==> src/hw/rtl/opg_pkg.sv <==
// Shared types and constants of the orbit position generator.
`default_nettype none

package opg_pkg;

   // Fraction width of the sine and cosine series arithmetic.
   localparam int FRAC_W = 36;
   localparam int TRIG_W = 16;
   localparam int HORNER_STEPS = 6;

   typedef logic [FRAC_W:0] frac_type;

   // One quarter turn in radians, scaled by 2^FRAC_W.
   localparam frac_type HALF_PI  = 37'h19_21FB_5444;
   localparam frac_type ONE_FRAC = 37'h10_0000_0000;

   // Horner coefficients: reciprocal factorials scaled by 2^FRAC_W, highest order first.
   localparam frac_type SIN_INIT = 37'd1722;
   localparam frac_type COS_INIT = 37'd143;
   localparam frac_type SIN_COEF [HORNER_STEPS] = '{
      37'd189372, 37'd13634817, 37'd572662306, 37'd11453246123, ONE_FRAC, '0
   };
   localparam frac_type COS_COEF [HORNER_STEPS] = '{
      37'd18937, 37'd1704352, 37'd95443718, 37'd2863311531, 37'd34359738368, ONE_FRAC
   };

   typedef struct packed {
      logic signed [TRIG_W-1:0] sn;
      logic signed [TRIG_W-1:0] cs;
   } trig_type;

   typedef enum logic [2:0] {
      REG_PERIOD = 3'd0,
      REG_PHASE  = 3'd1,
      REG_AXIS   = 3'd2,
      REG_ECC    = 3'd3,
      REG_INCL   = 3'd4,
      REG_NODE   = 3'd5
   } reg_type;

endpackage

`default_nettype wire

==> src/hw/rtl/opg_radius_div.sv <==
// Pipelined saturating divider for the orbit radius.
`default_nettype none

module opg_radius_div import opg_pkg::*; #(
   parameter int Q_W = 25
) (
   input  logic                clock,
   input  logic                en,
   input  logic [Q_W+31:0]     num,
   input  logic [32:0]         den,
   output logic [Q_W-1:0]      quot
);

   logic [32:0]    rem_ff [Q_W+1];
   logic [Q_W-1:0] lo_ff  [Q_W+1];
   logic [32:0]    d_ff   [Q_W+1];
   logic [Q_W-1:0] q_ff   [Q_W+1];
   logic           sat_ff [Q_W+1];
   logic           sat_in;

   // The quotient overflows its field exactly when the high part of num reaches den.
   assign sat_in = {1'b0, num[Q_W+31:Q_W]} >= den;

   always_ff @(posedge clock) begin
      if (en) begin
         rem_ff[0] <= {1'b0, num[Q_W+31:Q_W]};
         lo_ff[0]  <= num[Q_W-1:0];
         d_ff[0]   <= den;
         q_ff[0]   <= '0;
         sat_ff[0] <= sat_in;
      end
   end

   for (genvar k = 0; k < Q_W; k++) begin : g_step
      logic [33:0]    cand;
      logic           ge;
      logic [32:0]    rem_in;
      logic [Q_W-1:0] q_in;
      logic [Q_W-1:0] lo_in;

      always_comb begin
         cand   = {rem_ff[k], lo_ff[k][Q_W-1]};
         ge     = cand >= {1'b0, d_ff[k]};
         rem_in = ge ? 33'(cand - {1'b0, d_ff[k]}) : cand[32:0];
         q_in   = Q_W'({q_ff[k], ge});
         lo_in  = Q_W'({lo_ff[k], 1'b0});
      end

      always_ff @(posedge clock) begin
         if (en) begin
            rem_ff[k+1] <= rem_in;
            lo_ff[k+1]  <= lo_in;
            d_ff[k+1]   <= d_ff[k];
            q_ff[k+1]   <= q_in;
            sat_ff[k+1] <= sat_ff[k];
         end
      end
   end

   assign quot = sat_ff[Q_W] ? '1 : q_ff[Q_W];

endmodule

`default_nettype wire

==> config.mk <==
export PLATFORM = sky130hd
export DESIGN_NAME = opg_radius_div
export DESIGN_NICKNAME = d
export VERILOG_FILES = /design/src/hw/rtl/opg_pkg.sv /design/src/hw/rtl/opg_radius_div.sv
export SDC_FILE = /design/constraint.sdc
export NUM_CORES = 2
export LEC_CHECK = 0
export BUFFER_PORTS_ARGS = -buffer_cell sky130_fd_sc_hd__buf_4
export CAP_MARGIN = 0
export CORE_MARGIN = 2
export CORE_UTILIZATION = 44
export DETAILED_ROUTE_END_ITERATION = 12
export PLACE_DENSITY = 0.63
export SYNTH_ARGS = -nofsm -noshare
export SYNTH_HDL_FRONTEND = slang
export SYNTH_SLANG_ARGS = --single-unit
==> constraint.sdc <==
create_clock -name clock -period 9 [get_ports clock]
set_input_delay 0.9 -clock clock [delete_from_list [all_inputs] [get_ports clock]]
set_output_delay 0.9 -clock clock [all_outputs]
set_load 0.02 [all_outputs]
# == Word-level counts from Yosys, hierarchy flattened ==
# Memories as Yosys holds them, arrays and structs flattened.
# Index checks and enable logic that the tools add are counted.
# totals
word_cells,84
regBits,0
memories,5
ram_bits,3042
inputBits,92
out_inout_bits,25
# classes
mux,28
n_addsub,25
order_cmp,26
# mem_list
name,words,width,read_ports,rd_clocked_by_memory_dff,write_ports,line,text
d_ff,26,33,25,0,26,opg_radius_div.sv:16,logic [32:0] d_ff [Q_W+1];
rem_ff,26,33,25,0,26,opg_radius_div.sv:14,logic [32:0] rem_ff [Q_W+1];
lo_ff,26,25,25,0,26,opg_radius_div.sv:15,logic [Q_W-1:0] lo_ff [Q_W+1];
q_ff,26,25,26,0,26,opg_radius_div.sv:17,logic [Q_W-1:0] q_ff [Q_W+1];
sat_ff,26,1,26,0,26,opg_radius_div.sv:18,logic sat_ff [Q_W+1];
# ops
cell,count
34-bit by 33-bit >= comparator with 1-bit output,25
33-bit two-way mux,25
33-bit subtractor,25
32-bit by 33-bit >= comparator with 1-bit output,1
25-bit two-way mux,1
1-bit two-way mux,2

# == Depth between registers and ports, before layout ==
# An unclocked memory read counts as a cell.
# depth
word_depth,3
mapped_depth,17

# == Worst setup path before layout ==
# Ideal clock, no wire load.
# synth_timing
path_kind,reg2reg
start,"memory lo_ff[2][24], in the netlist lo_ff[0][74]"
end,"memory rem_ff[3][4], in the netlist rem_ff[0][103] (data pin)"
n_path_buf,2
period_less_slack_ns,4.085
setup_slack_ns,4.915
stages_incl_launch_ff,18
arrival_time_ns,3.825
cell_sequence,edfxtp_1 inv_1 ha_1 inv_1 fa_1 a21o_1 a221o_1 a221oi_4 nand2_2 a221o_1 a21oi_2 o31a_4 o221a_4 o221ai_2 a211o_1 buf_6 buf_6 mux2_4
# synth_rtl
element,line
"start, declared",opg_radius_div.sv:15
"end, declared",opg_radius_div.sv:14

==> results.md <==
- Status: complete, no violations
- Reg-to-reg slack, setup: 3.91 ns
- Pre-Repair DR Iteration Count: 6
- Yosys warnings: 0
- Net count of the mapped netlist: 11200
- Fin. Hold Viols: 0
- Combinational Power Share: 42.4%
- Slew of the pin with the lowest slew margin: 1.12 ns
- Initial antenna violation count: 4
- Sequential cell fraction of total power: 35.5%
- RD Place Congestion: 0.943
- CP Class: flop to flop
- Standard-cell row count: 193
- Die ar.: 0.282 mm^2
- Skew final: 0.0609 ns
- P&R area growth vs syn: 11.4%
- DRC errors left: 0
- Width of the die: 531 um
- Post-Route WL: 289000 um
- EDFF count, synth: 2325
- Cell Pwr Density: 363 mW/mm^2
- Io pins: 117
- Clock network power share: 22.1%
- Gate Count Post-Synth: 10200
- Vias: 78400
- Internal power: 31300 uW
- Tcrit/Tclk final: 56.6%
- Num CTS Buffers: 271
- Flops & latches, synth: 2325
- Post-synth top area cell: edfxtp_1
- Worst EP arrival: 5.70 ns
- CP Data Required Time: 9.61 ns
- Non-Filler Cell Area, Final: 0.136 mm^2
- CP Capture Type: flop
- TritonCTS clock tree: yes
- Rel. slew slack: 25.3%
- Sink Count: 2325
- Clk Latency, worst-skew pair: 0.89 ns
- Fraction of registers with async set/reset: 0%
- Syn Area/Cell: 12.0 um^2
- Tmin final: 5.09 ns
- Max Cap Violations: 0
- Share of post-route cells with drive strength above 1: 9.31%
- RSZ-0062 raised after global routing: no
- Sw Pwr: 18100 uW
- Chip height: 531 um
- Fin Hold WS: 0.205 ns
- Post-synth top area share: 57.1%
- DR vias/cell: 5.48
- Final net count: 11400
- Startpoint types: flop
- Setup violators final: 0
- WL/cell: 20.2 um
- Commonest non-fill, non-tap cell in the layout: edfxtp_1
- Vias in the first global route: 77200
- Hold Crit Class: input pin to flop
- Area after DPL: 0.127 mm^2
- CTS clock-pin slew for the worst setup and hold paths: 0.06 ns
- CTS Hold Bufs: 0
- Total core area: 0.276 mm^2
- Post_cts resized: 0
- Worst Path Max Fanout: 52
- DPL Wire Length: 215000 um
- Initial Util: 44.2%
- Sequential element share of the synthesized area: 57.1%
- Post-CTS Setup Bufs: 0
- Most frequent cells in the layout: edfxtp_1 (2325), inv_1 (1036), a21oi_1 (865)
- Peak Freq: 0.196 GHz
- Synthesized area: 0.122 mm^2
- IO Port Bufs: 116
- Leak: 0.0550 uW
- Synth Flop Type: edfxtp_1
- Net Sw Frac: 36.6%
- Post-route ant nets: 0
- H-tree depth: 5
- Wire length of the first global-routing pass: 446000 um
- Largest net degree at the start of global routing: 177
- Setup TNS: 0 ns
- DR iter-0 viols: 6364
- VDD IR-drop max: 157 uV
- Global Route Usage Sum: 20.1%
- Total grt overflow: 0
- CTS max path bufs: 4
- Fillcell total: 24100
- Distinct cells, synth: 85
- CTS root buf: clkbuf_16
- Largest cells by area after synthesis: edfxtp_1 (57%), ha_1 (8.8%), a21oi_1 (3.6%)
- Max Slew Vio Count: 0
flip-flops by register name (all words and copies together) (netlist names):
name and cells:
d_ff 825, q_ff 325, sat_ff 26, rem_ff 824, lo_ff 325
power by group through the flow:
| stage | clock, uW | sequential, uW | combinational [uW] |
|---|---|---|---|
| 2_1_floorplan | 0 | 16600 | 16000 |
| 3_5_place_dp | 0 | 17700 | 20600 |
| 4_1_cts | 11200 | 17600 | 20800 |
| 3_3_place_gp | 0 | 17800 | 20300 |
| 5_1_grt | 11600 | 17800 | 23200 |
| 6_report | 10900 | 17500 | 21000 |
cell families after synthesis:
kind of cell,count (synthesis),share of synthesized area (%)
AO/OA/AOI/OAI,2693,13.7
buffers and inverters,1286,4.00
flip-flops,2325,57.1
adder cells (fa/ha/maj),881,9.16
XOR/XNOR,691,4.95
multiplexers,366,3.44
AND/OR/NAND/NOR,1973,7.63
final timing paths:
kind,start,depth (start not counted),end
min,num[17],1,lo_ff[0][17]$_DFFE_PP_
max,lo_ff[0][99]$_DFFE_PP_,14,rem_ff[0][133]$_DFFE_PP_
min reg2reg,lo_ff[0][131]$_DFFE_PP_,0,lo_ff[0][157]$_DFFE_PP_
max reg2reg,lo_ff[0][99]$_DFFE_PP_,14,rem_ff[0][133]$_DFFE_PP_
cell type report:
class,count,area (um^2),area share [%]
clock buffer,314,7050,5.18
sequential,2325,69800,51.3
timing repair buffer,162,1400,1.03
multi-input combinational,6604,47700,35.0
tap,3705,4640,3.40
antenna,5,12.5,0.00919
inverter,1038,3900,2.86
clock inverter,156,1700,1.25
metal layers:
metal  GRT usage, %  vias up  share of wire, %
met5              0        -                 0
met1           26.5    37800                44
met2           33.9     2066                48
li1               -    38000                 -
met4           6.69        0               3.3
met3           2.98      492               5.0
metrics by stage:
| stage | std cells | total power [uW] | util [%] | setup WS, ns |
|---|---|---|---|---|
| floorplan | 10200 | 32700 | - | 4.91 |
| global placement | 13800 | 38100 | 46.1 | 3.93 |
| detailed placement | 13800 | 38400 | 46.1 | 3.87 |
| CTS | 14300 | 49600 | 49.3 | 3.85 |
| global route | 14300 | 52600 | 49.3 | 3.53 |
| finish | 14300 | 49400 | 49.3 | 3.91 |
critical path: stages, from the launching register on:
cell      delay [ns]
edfxtp_1        0.39
inv_1           0.08
ha_1            0.16
inv_1           0.06
fa_1            0.44
a211oi_1        0.32
or3_1           0.19
a21oi_1         0.12
o311ai_0        0.76
a31oi_1         0.28
o21ai_0         0.37
o21ai_0         0.31
nand2_1         0.19
nand2_2         0.57
mux2_2          0.54
Yosys cell counts (96+ instances only):
cell type  number
xor2_1        286
ha_1          857
edfxtp_1     2325
nor2b_1       104
a21o_1        474
xnor2_1       405
clkbuf_1      207
nand2_1       640
nand2b_1      105
o21ai_0       637
a21oi_1       868
o21a_1         96
nand3_1       141
inv_1        1036
o21bai_1      115
nand4_1       147
nor2_1        511
mux2_2        318
Note: power is estimated with default switching activity, not from simulation.
